==> src/rtl/i2cms_pkg.sv <==
package i2cms_pkg;

	// status codes reported on the last phase of an item
	localparam logic [1:0] STATUS_OK        = 2'd0;
	localparam logic [1:0] STATUS_ADDR_NACK = 2'd1;
	localparam logic [1:0] STATUS_DATA_NACK = 2'd2;

	// source of the SDA level for a phase
	typedef logic [1:0] sda_sel_t;
	localparam sda_sel_t SDA_ONE  = 2'd0;
	localparam sda_sel_t SDA_ZERO = 2'd1;
	localparam sda_sel_t SDA_BIT  = 2'd2;
	localparam sda_sel_t SDA_ACK  = 2'd3;

	// controller to datapath
	typedef struct packed {
		logic     load;
		logic     emit;
		logic     scl;
		sda_sel_t sda_sel;
		logic     run_end;
		logic     skip;
		logic     shift;
	} cmd_t;

	// datapath to controller
	typedef struct packed {
		logic first;
		logic busy;
		logic stop_req;
		logic bit_last;
		logic out_free;
	} stat_t;

endpackage

==> src/rtl/i2cms_in_if.sv <==
interface i2cms_in_if;
	logic       valid;
	logic       ready;
	logic       first;
	logic       final_byte;
	logic       read_mode;
	logic [7:0] data_byte;
	logic       slave_ack;
	logic [7:0] slave_bits;

	modport source(output valid, output first, output final_byte, output read_mode,
		output data_byte, output slave_ack, output slave_bits, input ready);
	modport sink(input valid, input first, input final_byte, input read_mode,
		input data_byte, input slave_ack, input slave_bits, output ready);
endinterface

==> src/rtl/i2cms_out_if.sv <==
interface i2cms_out_if;
	logic       valid;
	logic       ready;
	logic       scl_level;
	logic       sda_level;
	logic       run_end;
	logic [7:0] read_data;
	logic       ack_seen;
	logic [1:0] status;
	logic       skipped;

	modport source(output valid, output scl_level, output sda_level, output run_end,
		output read_data, output ack_seen, output status, output skipped, input ready);
	modport sink(input valid, input scl_level, input sda_level, input run_end,
		input read_data, input ack_seen, input status, input skipped, output ready);
endinterface

==> src/rtl/i2cms_datapath.sv <==
module i2cms_datapath (
	input  logic              clk,
	input  logic              arst_n,
	input  logic              first,
	input  logic              final_byte,
	input  logic              read_mode,
	input  logic [7:0]        data_byte,
	input  logic              slave_ack,
	input  logic [7:0]        slave_bits,
	input  i2cms_pkg::cmd_t   cmd,
	output i2cms_pkg::stat_t  st,
	i2cms_out_if.source       result
);
	import i2cms_pkg::*;

	logic       first_q;
	logic       fin_q;
	logic       sack_q;
	logic       recv_q;
	logic [7:0] rx_q;
	logic [7:0] tx_q;
	logic [2:0] cnt_q;
	logic       busy_q;
	logic       reading_q;
	logic [1:0] err_q;
	logic       out_valid_q;
	logic       scl_q;
	logic       sda_q;
	logic       run_end_q;
	logic [7:0] read_data_q;
	logic       ack_seen_q;
	logic [1:0] status_q;
	logic       skipped_q;

	logic       nack;
	logic       stop_req;
	logic       sda_d;
	logic       done;
	logic [1:0] status_d;

	assign nack     = !recv_q && sack_q;
	assign stop_req = nack || fin_q;
	assign done     = cmd.run_end && !cmd.skip;

	always_comb begin
		case (cmd.sda_sel)
			SDA_ONE:  sda_d = 1'b1;
			SDA_ZERO: sda_d = 1'b0;
			SDA_BIT:  sda_d = tx_q[7];
			SDA_ACK:  sda_d = recv_q ? fin_q : 1'b1;
			default:  sda_d = 1'b1;
		endcase
	end

	always_comb begin
		if (!cmd.run_end) begin
			status_d = STATUS_OK;
		end else if (cmd.skip) begin
			status_d = err_q;
		end else if (nack) begin
			status_d = first_q ? STATUS_ADDR_NACK : STATUS_DATA_NACK;
		end else begin
			status_d = STATUS_OK;
		end
	end

	// item registers and bit shifter
	always_ff @(posedge clk) begin
		if (cmd.load) begin
			first_q <= first;
			fin_q   <= final_byte;
			sack_q  <= slave_ack;
			rx_q    <= slave_bits;
			cnt_q   <= 3'd7;
			if (first) begin
				recv_q <= 1'b0;
				tx_q   <= read_mode ? (data_byte | 8'h01) : data_byte;
			end else begin
				// read data bits: master keeps SDA released
				recv_q <= reading_q;
				tx_q   <= reading_q ? 8'hFF : data_byte;
			end
		end else if (cmd.shift) begin
			tx_q  <= {tx_q[6:0], 1'b1};
			cnt_q <= cnt_q - 3'd1;
		end
	end

	// transaction state
	always_ff @(posedge clk or negedge arst_n) begin
		if (!arst_n) begin
			busy_q    <= 1'b0;
			reading_q <= 1'b0;
			err_q     <= STATUS_OK;
		end else if (cmd.load && first) begin
			busy_q    <= 1'b1;
			reading_q <= read_mode;
			err_q     <= STATUS_OK;
		end else if (cmd.emit && done) begin
			if (stop_req) begin
				busy_q <= 1'b0;
			end
			if (nack) begin
				err_q <= first_q ? STATUS_ADDR_NACK : STATUS_DATA_NACK;
			end
		end
	end

	// output register
	always_ff @(posedge clk or negedge arst_n) begin
		if (!arst_n) begin
			out_valid_q <= 1'b0;
		end else if (cmd.emit) begin
			out_valid_q <= 1'b1;
		end else if (result.ready) begin
			out_valid_q <= 1'b0;
		end
	end

	always_ff @(posedge clk) begin
		if (cmd.emit) begin
			scl_q       <= cmd.scl;
			sda_q       <= sda_d;
			run_end_q   <= cmd.run_end;
			read_data_q <= (done && recv_q) ? rx_q : 8'h00;
			ack_seen_q  <= (done && !recv_q) ? sack_q : 1'b0;
			status_q    <= status_d;
			skipped_q   <= cmd.skip;
		end
	end

	assign result.valid     = out_valid_q;
	assign result.scl_level = scl_q;
	assign result.sda_level = sda_q;
	assign result.run_end   = run_end_q;
	assign result.read_data = read_data_q;
	assign result.ack_seen  = ack_seen_q;
	assign result.status    = status_q;
	assign result.skipped   = skipped_q;

	assign st.first    = first_q;
	assign st.busy     = busy_q;
	assign st.stop_req = stop_req;
	assign st.bit_last = (cnt_q == 3'd0);
	assign st.out_free = !out_valid_q || result.ready;

endmodule

==> src/rtl/i2cms_controller.sv <==
module i2cms_controller (
	input  logic              clk,
	input  logic              arst_n,
	input  logic              in_valid,
	output logic              in_ready,
	input  i2cms_pkg::stat_t  st,
	output i2cms_pkg::cmd_t   cmd
);
	import i2cms_pkg::*;

	localparam logic [3:0] S_IDLE   = 4'd0;
	localparam logic [3:0] S_DECODE = 4'd1;
	localparam logic [3:0] S_START0 = 4'd2;
	localparam logic [3:0] S_START1 = 4'd3;
	localparam logic [3:0] S_START2 = 4'd4;
	localparam logic [3:0] S_BIT_LO = 4'd5;
	localparam logic [3:0] S_BIT_HI = 4'd6;
	localparam logic [3:0] S_ACK0   = 4'd7;
	localparam logic [3:0] S_ACK1   = 4'd8;
	localparam logic [3:0] S_ACK2   = 4'd9;
	localparam logic [3:0] S_STOP0  = 4'd10;
	localparam logic [3:0] S_STOP1  = 4'd11;
	localparam logic [3:0] S_STOP2  = 4'd12;
	localparam logic [3:0] S_SKIP   = 4'd13;

	logic [3:0] state_q;
	logic [3:0] state_d;

	always_ff @(posedge clk or negedge arst_n) begin
		if (!arst_n) begin
			state_q <= S_IDLE;
		end else begin
			state_q <= state_d;
		end
	end

	assign in_ready = (state_q == S_IDLE);

	always_comb begin
		cmd     = '0;
		state_d = state_q;
		case (state_q)
			S_IDLE: begin
				if (in_valid) begin
					cmd.load = 1'b1;
					state_d  = S_DECODE;
				end
			end
			S_DECODE: begin
				if (st.first) begin
					state_d = S_START0;
				end else if (st.busy) begin
					state_d = S_BIT_LO;
				end else begin
					state_d = S_SKIP;
				end
			end
			default: begin
				// every other state puts out one line phase; hold while the output is full
				if (st.out_free) begin
					cmd.emit = 1'b1;
					case (state_q)
						S_START0: begin
							cmd.scl = 1'b1; cmd.sda_sel = SDA_ONE;  state_d = S_START1;
						end
						S_START1: begin
							cmd.scl = 1'b1; cmd.sda_sel = SDA_ZERO; state_d = S_START2;
						end
						S_START2: begin
							cmd.scl = 1'b0; cmd.sda_sel = SDA_ZERO; state_d = S_BIT_LO;
						end
						S_BIT_LO: begin
							cmd.scl = 1'b0; cmd.sda_sel = SDA_BIT;  state_d = S_BIT_HI;
						end
						S_BIT_HI: begin
							cmd.scl     = 1'b1;
							cmd.sda_sel = SDA_BIT;
							if (st.bit_last) begin
								state_d = S_ACK0;
							end else begin
								cmd.shift = 1'b1;
								state_d   = S_BIT_LO;
							end
						end
						S_ACK0: begin
							cmd.scl = 1'b0; cmd.sda_sel = SDA_ACK;  state_d = S_ACK1;
						end
						S_ACK1: begin
							cmd.scl = 1'b1; cmd.sda_sel = SDA_ACK;  state_d = S_ACK2;
						end
						S_ACK2: begin
							cmd.scl     = 1'b0;
							cmd.sda_sel = SDA_ONE;
							cmd.run_end = !st.stop_req;
							state_d     = st.stop_req ? S_STOP0 : S_IDLE;
						end
						S_STOP0: begin
							cmd.scl = 1'b0; cmd.sda_sel = SDA_ZERO; state_d = S_STOP1;
						end
						S_STOP1: begin
							cmd.scl = 1'b1; cmd.sda_sel = SDA_ZERO; state_d = S_STOP2;
						end
						S_STOP2: begin
							cmd.scl     = 1'b1;
							cmd.sda_sel = SDA_ONE;
							cmd.run_end = 1'b1;
							state_d     = S_IDLE;
						end
						S_SKIP: begin
							cmd.scl     = 1'b1;
							cmd.sda_sel = SDA_ONE;
							cmd.run_end = 1'b1;
							cmd.skip    = 1'b1;
							state_d     = S_IDLE;
						end
						default: begin
							cmd.emit = 1'b0;
							state_d  = S_IDLE;
						end
					endcase
				end
			end
		endcase
	end

	a_accept_decodes: assert property (@(posedge clk) disable iff (!arst_n)
		in_valid && in_ready |=> state_q == S_DECODE)
		else $error("accepted transfer not followed by decode");

	a_emit_has_room: assert property (@(posedge clk) disable iff (!arst_n)
		cmd.emit |-> st.out_free)
		else $error("phase emitted into a full output register");

	a_end_returns_idle: assert property (@(posedge clk) disable iff (!arst_n)
		cmd.emit && cmd.run_end |=> state_q == S_IDLE)
		else $error("item ended without returning to idle");

	a_shift_in_bits: assert property (@(posedge clk) disable iff (!arst_n)
		cmd.shift |-> state_q == S_BIT_HI && !st.bit_last)
		else $error("shift outside a bit phase");

endmodule

==> src/rtl/i2c_master_byte_sequencer.sv <==
// Byte sequencer for a bit-level I2C master. Each input transfer carries one transaction byte;
// an item with first set sends a start, the address byte and the ack clock, later items send
// or receive one data byte, and a stop follows the final byte or a slave NACK. Every output
// transfer is one SCL/SDA line phase. An item is accepted in idle, decoded, and then put out
// as line phases: up to 25 phases for an address with stop, 19 for a plain data byte, and
// one for a skipped item. The phase state machine emits one phase per cycle, unless the
// output is stalled, into a single output register; the next item is taken only in idle.
module i2c_master_byte_sequencer (
	input  logic   clk,
	input  logic   arst_n,
	i2cms_in_if.sink    item,
	i2cms_out_if.source result
);
	import i2cms_pkg::*;

	cmd_t  cmd;
	stat_t st;
	logic  in_ready;

	assign item.ready = in_ready;

	i2cms_controller u_ctrl (
		.clk      (clk),
		.arst_n   (arst_n),
		.in_valid (item.valid),
		.in_ready (in_ready),
		.st       (st),
		.cmd      (cmd)
	);

	i2cms_datapath u_dp (
		.clk        (clk),
		.arst_n     (arst_n),
		.first      (item.first),
		.final_byte (item.final_byte),
		.read_mode  (item.read_mode),
		.data_byte  (item.data_byte),
		.slave_ack  (item.slave_ack),
		.slave_bits (item.slave_bits),
		.cmd        (cmd),
		.st         (st),
		.result     (result)
	);

endmodule

==> src/flat_wrapper.sv <==
// flat-port wrapper written by rule: the top's interface ports become plain ports
module i2c_master_byte_sequencer_flat import i2cms_pkg::*;
  (clk, arst_n, item_valid, item_first, item_final_byte, item_read_mode, item_data_byte, item_slave_ack, item_slave_bits, item_ready, result_valid, result_scl_level, result_sda_level, result_run_end, result_read_data, result_ack_seen, result_status, result_skipped, result_ready);
  i2cms_in_if item_i ();
  i2cms_out_if result_i ();
  input  logic clk;
  input  logic arst_n;
  input wire logic [$bits(item_i.valid)-1:0] item_valid;
  input wire logic [$bits(item_i.first)-1:0] item_first;
  input wire logic [$bits(item_i.final_byte)-1:0] item_final_byte;
  input wire logic [$bits(item_i.read_mode)-1:0] item_read_mode;
  input wire logic [$bits(item_i.data_byte)-1:0] item_data_byte;
  input wire logic [$bits(item_i.slave_ack)-1:0] item_slave_ack;
  input wire logic [$bits(item_i.slave_bits)-1:0] item_slave_bits;
  output wire logic [$bits(item_i.ready)-1:0] item_ready;
  output wire logic [$bits(result_i.valid)-1:0] result_valid;
  output wire logic [$bits(result_i.scl_level)-1:0] result_scl_level;
  output wire logic [$bits(result_i.sda_level)-1:0] result_sda_level;
  output wire logic [$bits(result_i.run_end)-1:0] result_run_end;
  output wire logic [$bits(result_i.read_data)-1:0] result_read_data;
  output wire logic [$bits(result_i.ack_seen)-1:0] result_ack_seen;
  output wire logic [$bits(result_i.status)-1:0] result_status;
  output wire logic [$bits(result_i.skipped)-1:0] result_skipped;
  input wire logic [$bits(result_i.ready)-1:0] result_ready;
  assign item_i.valid = item_valid;
  assign item_i.first = item_first;
  assign item_i.final_byte = item_final_byte;
  assign item_i.read_mode = item_read_mode;
  assign item_i.data_byte = item_data_byte;
  assign item_i.slave_ack = item_slave_ack;
  assign item_i.slave_bits = item_slave_bits;
  assign item_ready = item_i.ready;
  assign result_valid = result_i.valid;
  assign result_scl_level = result_i.scl_level;
  assign result_sda_level = result_i.sda_level;
  assign result_run_end = result_i.run_end;
  assign result_read_data = result_i.read_data;
  assign result_ack_seen = result_i.ack_seen;
  assign result_status = result_i.status;
  assign result_skipped = result_i.skipped;
  assign result_i.ready = result_ready;
  i2c_master_byte_sequencer u_core (.clk(clk), .arst_n(arst_n), .item(item_i), .result(result_i));
endmodule
==> config.mk <==
export PLATFORM = sky130hd
export DESIGN_NAME = i2c_master_byte_sequencer_flat
export DESIGN_NICKNAME = d
export VERILOG_FILES = /design/src/rtl/i2cms_pkg.sv /design/src/rtl/i2cms_in_if.sv /design/src/rtl/i2cms_out_if.sv /design/src/rtl/i2cms_datapath.sv /design/src/rtl/i2cms_controller.sv /design/src/rtl/i2c_master_byte_sequencer.sv /design/src/flat_wrapper.sv
export SDC_FILE = /design/constraint.sdc
export NUM_CORES = 1
export LEC_CHECK = 0
export BUFFER_PORTS_ARGS = -buffer_cell sky130_fd_sc_hd__buf_2
export CORE_MARGIN = 2
export CORE_UTILIZATION = 45
export DETAILED_ROUTE_END_ITERATION = 12
export GPL_ROUTABILITY_DRIVEN = 0
export PLACE_DENSITY = 0.77
export RECOVER_POWER = 25
export REMOVE_ABC_BUFFERS = 1
export SYNTH_ARGS = -nofsm -noshare
export SYNTH_HDL_FRONTEND = slang
export SYNTH_SLANG_ARGS = --single-unit
==> constraint.sdc <==
create_clock -name clk -period 2.7 [get_ports clk]
set_input_delay 0.135 -clock clk [delete_from_list [all_inputs] [get_ports clk]]
set_output_delay 0.135 -clock clk [all_outputs]
set_load 0.03 [all_outputs]
==> qor_table.md, run 1 <==
| Step | Result | Reported |
|---|---|---|
| worst setup path | Worst Setup Start Kind | flop |
| routing | Routed length per instance | 13.8 µm |
| synthesis | Seq/Total Area, Yosys | 62.9% |
| finish | Layout overhead on the synthesized area | 20.8% |
| sta | Max-slew violation count | 0 |
| clock network | Count of hold buffers inserted by post-cts repair | 2 |
| sta | Highest achievable clock rate | 460 MHz |
| power and ir drop | Leakage | 1.08 nW |
| worst setup path | Ordered cell list for the critical path | nand4bb_1 > o32a_1 > nor3_1 > and2_1 |
| finish | Number of diodes | 0 |
| clock network | Clock slew seen by the registers of the worst setup and hold paths | 90 ps |
| sta | Number of failing setup endpoints in the final timing report | 0 |
| floorplan | Initial core utilization | 45.9% |
| floorplan | DIE AREA | 5290 µm² |
| worst setup path | Worst R2R Path Depth | 4 |
| finish | Area of combinational cells with multiple inputs | 708 µm² |
| worst setup path | Worst path arrival time | 2350 ps |
| grt | Global-route usage over all layers | 16.0% |
| run status | Status | finished, final reports clean |
| grt | M2 GR Usage | 23.9% |
| synthesis | Cell area after technology mapping | 2130 µm² |
| clock network | Number of CTS-inserted buffers | 5 |
| finish | Share of layout cells above drive strength 1 | 20.1% |
| routing | Antenna Violating Nets Remaining | 0 |
| finish | NumNets Final | 259 |
| synthesis | Synth Flop Type | edfxtp_1 |
| grt | Wire length of the first global-routing pass | 6360 µm |
| clock network | Post-CTS setup buffer count | 0 |
| worst setup path | Crit path launch | u_core.u_ctrl.state_q[0]$_DFFE_PN0P_ |
| placed design | Hpwl dp | 2720 µm |
| power and ir drop | Peak supply drop | 0.688 mV |
| clock network | Buffer type at the clock tree root | clkbuf_8 |
| worst setup path | Last element of the critical path | u_core.u_dp.result.read_data[5]$_SDFFCE_PN0P_ |
| synthesis | Count of flip-flops with a built-in enable after synthesis | 35 |
| min path | Worst min-delay path class | input pin to flop |
| sta | RSZ-0062 raised after global routing | false |
| grt | Met3 track demand over resource | 5.52% |
| floorplan | Standard-cell rows | 25 |
| floorplan | Die X-Extent | 72.7 µm |
| finish | Post-route design area | 2570 µm² |
| floorplan | Placeable Area | 4630 µm² |
| grt | Met1 demand-to-capacity share in global routing | 21.6% |
| clock network | Cts repair resizes | 0 |
| sta | Final hold slack | 15.1 ps |
| clock network | Source-to-sink clock delay at the later pin of the worst-skew pair | 300 ps |
| synthesis | Number of warnings printed during yosys synthesis | 0 |
| finish | Fill cells | 399 |
| worst setup path | Critical-path cell with the highest stage delay | dfrtp_1 |
| placed design | Placed Instance Area | 2370 µm² |
| worst setup path | Register-to-Register Setup Slack | 530 ps |
| sta | Share of the clock period used by the worst path after layout | 80.5% |
| worst setup path | Worst-path maximum fanout | 18 |
| grt | Congestion Overflow GR | 0 |
| clock network | Deepest level of the CTS H-tree | 2 |
| synthesis | Cells after synthesis | 183 |
| synthesis | Cell taking the most area after synthesis | edfxtp_1 |
| sta | Transition at the pin with the smallest max-transition slack | 1140 ps |
| worst setup path | Crit path max-delay family | simple AND/OR/NAND/NOR gates |
| routing | Pre-antenna DRT Iters | 4 |
| power and ir drop | Areal power density over the cells | 1090 nW/µm² |
| routing | Post-route DRC violation count | 0 |
| worst setup path | Sum of buffers and inverters on the critical path | 0 |
| synthesis | Fraction of registers with async set or reset after synthesis | 19.1% |
| sta | Worst max-slew margin expressed relative to the limit | 24.0% |
| synthesis | Post-synth top cells | edfxtp_1, nand2_1, o21ai_0 |
| sta | Hold Violations, Final | 0 |
| placed design | Input/output buffers | 40 |
| finish | Fraction of the core area covered by cells at the end of the flow | 55.5% |
| grt | Vias in the first global route | 1336 |
| worst setup path | Critical path class | flop to flop |
| clock network | # clock sinks | 47 |
| worst setup path | Stage delay of the slowest cell on the critical path | 680 ps |
| synthesis | Most common cell in the netlist | edfxtp_1 |
| synthesis | Avg Inst Size Synth | 11.6 µm² |
| sta | Post-route worst setup slack | 527 ps |
| synthesis | Seq cells post-synth | 47 |
| grt | Antenna violations before repair | 0 |
| grt | Maximum number of pins on one net before global-route repair | 21 |
| routing | Vias per Instance | 5.32 |
| sta | Clock skew | 8.05 ps |
| placed design | Worst setup slack before clock tree synthesis | 588 ps |
| worst setup path | Reg-to-reg startpoint | u_core.u_ctrl.state_q[0]$_DFFE_PN0P_ |
| worst setup path | CP Capture Type | flop |
| worst setup path | Critical path required time | 2870 ps |
| synthesis | Number of distinct standard cells referenced by the synthesized netlist | 48 |
| run | Number of max-capacitance violations reported | 0 |
| min path | Hold-critical path depth | 1 |
| floorplan | Top-Level Pins | 41 |
| worst setup path | Critical R2R Capture | u_core.u_dp.result.read_data[5]$_SDFFCE_PN0P_ |
| synthesis | Biggest area contributors in the synthesized netlist | edfxtp_1, dfrtp_1, nand2_1, dfxtp_1, o21ai_0 |
| grt | Most utilized layer in the global route result | met2 |
| floorplan | Die height | 72.7 µm |
| worst setup path | Stages on the worst setup path | 4 |
| clock network | CTS tree | built |
| power and ir drop | Final total power | 2.79 mW |
| routing | Via count of the routed design | 1532 |
| synthesis | Top-area cell type share of the netlist area | 49.4% |
| routing | Number of violations reported at the end of detailed-routing iteration 0 | 101 |
| sta | Minimum clock period after layout | 2170 ps |
| finish | FF+latch area | 1340 µm² |
| clock network | Worst-case clock buffer depth | 2 |
| routing | Wire length reported by the detailed router | 3960 µm |
## cell families (layout without fill, tap and decap cells)
family,after synthesis,count (layout),share of synthesized area (%)
compound gates,35,35,10.8
mux,4,4,1.94
xor+xnor,2,2,0.824
flops,47,47,62.9
simple gates,76,76,18.6
fa+ha+maj,2,2,1.18
buf+inv,17,68,3.83
## worst reg2reg max path, delay by kind of cell (launching register included)
family           cells  cell delay, ps
AO/OA/AOI/OAI        1             370
AND/OR/NAND/NOR      3            1000
flip-flops           1             680
## flip-flops by register name (all words and copies together) (netlist names), 2 cells and up
| register | cells |
|---|---|
| u_core.u_dp.cnt_q | 3 |
| u_core.u_ctrl.state_q | 4 |
| u_core.u_dp.err_q | 2 |
| u_core.u_dp.result.read_data | 8 |
| u_core.u_dp.rx_q | 8 |
| u_core.u_dp.result.status | 2 |
| u_core.u_dp.tx_q | 8 |
## power breakdown
group          leakage (nW)  switching, mW  internal, mW  total [mW]
Sequential            0.464          0.110          1.07        1.18
Combinational         0.557          0.712         0.356        1.07
Clock                0.0618          0.240         0.305       0.545
## routing by layer
layer | share of wire [%] | vias to the layer above
li1 | - | 754
met1 | 42 | 716
met2 | 48 | 55
met3 | 7.2 | 7
met4 | 2.0 | 0
met5 | 0 | -
## layout by cell type, fill, tap and decap left out, drive strengths merged, types with 4 or more instances in the layout
cell	netlist	layout
a21oi	5	5
and2	8	8
buf	4	35
clkbuf	6	15
dfrtp	9	9
dlygate4sd3	0	9
edfxtp	35	35
inv	7	8
nand2	30	30
nand2b	7	7
nor2	9	9
nor3	4	4
o21ai	11	11
## layout make-up
cell class	instances	share of cell area, %
clock buffers	6	3.21
inverters	7	1.02
well taps	54	2.63
flip-flops and latches	47	52.0
clock inverters	2	1.51
multi-input cells	119	27.6
repair buffers	53	12.0
## metrics by stage
stage	TNS [ps]	cells
floorplan	-6190	173
global placement	0	271
detailed placement	0	271
global route	0	288
CTS	0	281
finish	0	288
## worst min path at each step
stage	from	endpoint
4_1_cts	item_slave_bits[7]	u_core.u_dp.rx_q[7]$_DFFE_PP_
6_report	item_slave_ack	u_core.u_dp.sack_q$_DFFE_PP_
5_1_grt	item_slave_ack	u_core.u_dp.sack_q$_DFFE_PP_
3_5_place_dp	arst_n	u_core.u_ctrl.state_q[2]$_DFFE_PN0P_
3_3_place_gp	arst_n	u_core.u_ctrl.state_q[2]$_DFFE_PN0P_
2_1_floorplan	arst_n	u_core.u_ctrl.state_q[0]$_DFFE_PN0P_
Power figures use the tool's default switching activity.
==> run 2: changes to the inputs <==
- clock period: 2.7 -> 2.1 ns (I/O delays scaled with it)
==> run 2 against run 1 <==
Hold slack gained 38 ps. Die area is the same. Sequential power grew 27%. Utilization grew 1.7 points. Combinational power grew 43%. Via count grew 5.0%. Clock-buffer cell count is the same. Clock skew shrank 3.9 ps. Final cell count grew 4.9%. Critical path type unchanged. Design area grew 3.0%.
==> qor_table.md, run 2 (same netlist as run 1, synthesis figures left out) <==
| Step | Result | Reported | Change |
|---|---|---|---|
| run | Number of max-capacitance violations reported | 0 | unchanged |
| sta | Worst max-slew margin expressed relative to the limit | 28.4% | was 24.0% |
| power and ir drop | Leakage | 1.13 nW | was 1.08 nW |
| sta | Final hold slack | 53.1 ps | was 15.1 ps |
| min path | Hold Path End | u_core.u_dp.reading_q$_DFFE_PN0P_ | was u_core.u_dp.sack_q$_DFFE_PP_ |
| sta | Minimum clock period after layout | 1930 ps | was 2170 ps |
| worst setup path | Worst-path maximum fanout | 15 | was 18 |
| sta | Number of failing setup endpoints in the final timing report | 0 | unchanged |
| worst setup path | Critical path required time | 2020 ps | was 2870 ps |
| sta | Post-route worst setup slack | 172 ps | was 527 ps |
| worst setup path | Worst path arrival time | 1850 ps | was 2350 ps |
| worst setup path | Worst R2R Path Depth | 3 | was 4 |
| worst setup path | Ordered cell list for the critical path | buf_4 > and3_1 > nor2_1 | was nand4bb_1 > o32a_1 > nor3_1 > and2_1 |
| routing | Vias per Instance | 5.33 | was 5.32 |
| placed design | Input/output buffers | 40 | unchanged |
| finish | Share of layout cells above drive strength 1 | 23.0% | was 20.1% |
| run status | Status | finished, final reports clean | unchanged |
| finish | Number of diodes | 0 | unchanged |
| finish | Commonest cells after routing, fill and taps aside | edfxtp_1, nand2_1, buf_2, buf_4 | was edfxtp_1, buf_2, nand2_1, o21ai_0 |
| sta | Transition at the pin with the smallest max-transition slack | 1070 ps | was 1140 ps |
| floorplan | Die X-Extent | 72.7 µm | unchanged |
| placed design | Hpwl dp | 2990 µm | was 2720 µm |
| floorplan | Top-Level Pins | 41 | unchanged |
| sta | RSZ-0062 raised after global routing | false | unchanged |
| floorplan | Standard-cell rows | 25 | unchanged |
| routing | Routed length per instance | 14.0 µm | was 13.8 µm |
| sta | Share of the clock period used by the worst path after layout | 91.8% | was 80.5% |
| worst setup path | Reg-to-reg startpoint | u_core.u_ctrl.state_q[3]$_DFFE_PN0P_ | was u_core.u_ctrl.state_q[0]$_DFFE_PN0P_ |
| grt | Vias in the first global route | 1506 | was 1336 |
| finish | NumNets Final | 273 | was 259 |
| worst setup path | Stages on the worst setup path | 3 | was 4 |
| clock network | Clock slew seen by the registers of the worst setup and hold paths | 80 ps | was 90 ps |
| min path | Hold-critical path depth | 2 | was 1 |
| sta | Hold Violations, Final | 0 | unchanged |
| clock network | Number of CTS-inserted buffers | 5 | unchanged |
| grt | Antenna violations before repair | 0 | unchanged |
| grt | Maximum number of pins on one net before global-route repair | 16 | was 21 |
| finish | Layout overhead on the synthesized area | 24.5% | was 20.8% |
| min path | Hold Startpoint | item_read_mode | was item_slave_ack |
| sta | Clock skew | 4.18 ps | was 8.05 ps |
| grt | Global-route usage over all layers | 17.4% | was 16.0% |
| floorplan | Die height | 72.7 µm | unchanged |
| routing | Post-route DRC violation count | 0 | unchanged |
| finish | Fraction of the core area covered by cells at the end of the flow | 57.2% | was 55.5% |
| routing | Number of violations reported at the end of detailed-routing iteration 0 | 133 | was 101 |
| routing | Via count of the routed design | 1609 | was 1532 |
| routing | Pre-antenna DRT Iters | 4 | unchanged |
| routing | Antenna Violating Nets Remaining | 0 | unchanged |
| clock network | CTS tree | built | unchanged |
| worst setup path | Crit path max-delay family | simple AND/OR/NAND/NOR gates | unchanged |
| worst setup path | Stage delay of the slowest cell on the critical path | 810 ps | was 680 ps |
| floorplan | DIE AREA | 5290 µm² | unchanged |
| clock network | Buffer type at the clock tree root | clkbuf_8 | unchanged |
| grt | Congestion Overflow GR | 0 | unchanged |
| worst setup path | Critical R2R Capture | u_core.u_dp.result.read_data[6]$_SDFFCE_PN0P_ | was u_core.u_dp.result.read_data[5]$_SDFFCE_PN0P_ |
| worst setup path | Critical-path cell with the highest stage delay | nor2_1 | was dfrtp_1 |
| sta | Final setup TNS | 0 ps | unchanged |
| floorplan | Placeable Area | 4630 µm² | unchanged |
| routing | Wire length reported by the detailed router | 4240 µm | was 3960 µm |
| power and ir drop | Areal power density over the cells | 1340 nW/µm² | was 1090 nW/µm² |
| sta | Max-slew violation count | 0 | unchanged |
| placed design | Worst setup slack before clock tree synthesis | 32.5 ps | was 588 ps |
| worst setup path | Worst Setup Start Kind | flop | unchanged |
| power and ir drop | Peak supply drop | 0.630 mV | was 0.688 mV |
| worst setup path | Register-to-Register Setup Slack | 170 ps | was 530 ps |
| clock network | Deepest level of the CTS H-tree | 2 | unchanged |
| clock network | # clock sinks | 47 | unchanged |
| clock network | Source-to-sink clock delay at the later pin of the worst-skew pair | 300 ps | about the same |
| sta | Highest achievable clock rate | 519 MHz | was 460 MHz |
| worst setup path | Critical path class | flop to flop | unchanged |
| worst setup path | Sum of buffers and inverters on the critical path | 1 | was 0 |
| min path | Worst min-delay path class | input pin to flop | unchanged |
| finish | Most common library cell in the layout ignoring fill and taps | edfxtp_1 | unchanged |
| clock network | Worst-case clock buffer depth | 2 | unchanged |
| worst setup path | CP Capture Type | flop | unchanged |
| worst setup path | Crit path launch | u_core.u_ctrl.state_q[3]$_DFFE_PN0P_ | was u_core.u_ctrl.state_q[0]$_DFFE_PN0P_ |
| grt | Wire length of the first global-routing pass | 6880 µm | was 6360 µm |
| floorplan | Initial core utilization | 45.9% | unchanged |
## run 2: how the worst max path moves through the flow
stage | end | slack (ps)
3_5_place_dp | u_core.u_dp.result.read_data[3]$_SDFFCE_PN0P_ | 30
2_1_floorplan | u_core.u_dp.tx_q[1]$_DFFE_PP_ | -870
6_report | u_core.u_dp.result.read_data[6]$_SDFFCE_PN0P_ | 170
5_1_grt | u_core.u_dp.result.read_data[3]$_SDFFCE_PN0P_ | 50
3_3_place_gp | u_core.u_dp.result.read_data[3]$_SDFFCE_PN0P_ | 190
4_1_cts | u_core.u_dp.result.read_data[3]$_SDFFCE_PN0P_ | 20
## run 2: power by group
group | internal [mW] | leakage, nW | total, mW | switching (mW)
Combinational | 0.569 | 0.621 | 1.53 | 0.964
Clock | 0.233 | 0.0428 | 0.521 | 0.288
Sequential | 1.37 | 0.464 | 1.50 | 0.129
## run 2: per-layer routing
metal  track usage, %  share of wire [%]
met1             21.4                 42
met3             4.42                5.1
met5                0                  0
met2             28.2                 50
met4             9.05                2.7
## run 2: layout make-up
type / instances / area, µm²
Clock inverter: 2 / 12.5
Clock buffer: 6 / 72.6
Inverter: 7 / 26.3
Tap cell: 54 / 67.6
Multi-Input combinational cell: 119 / 713
Fill cell: 385 / 1980
Sequential cell: 47 / 1340
Timing Repair Buffer: 67 / 418
## run 2: what timing repair did
action,CTS,global route
resized for setup,0,1
buffers inserted,0,0
hold buffers,11,0
endpoints found under the hold margin,19,0
setup endpoints to repair,0,8
## run 2: stage by stage
stage	std cells	area, µm²	power, mW
floorplan	173	2070	2.50
global placement	283	2460	3.00
detailed placement	283	2460	3.04
CTS	302	2650	3.58
global route	302	2650	3.78
finish	302	2650	3.56
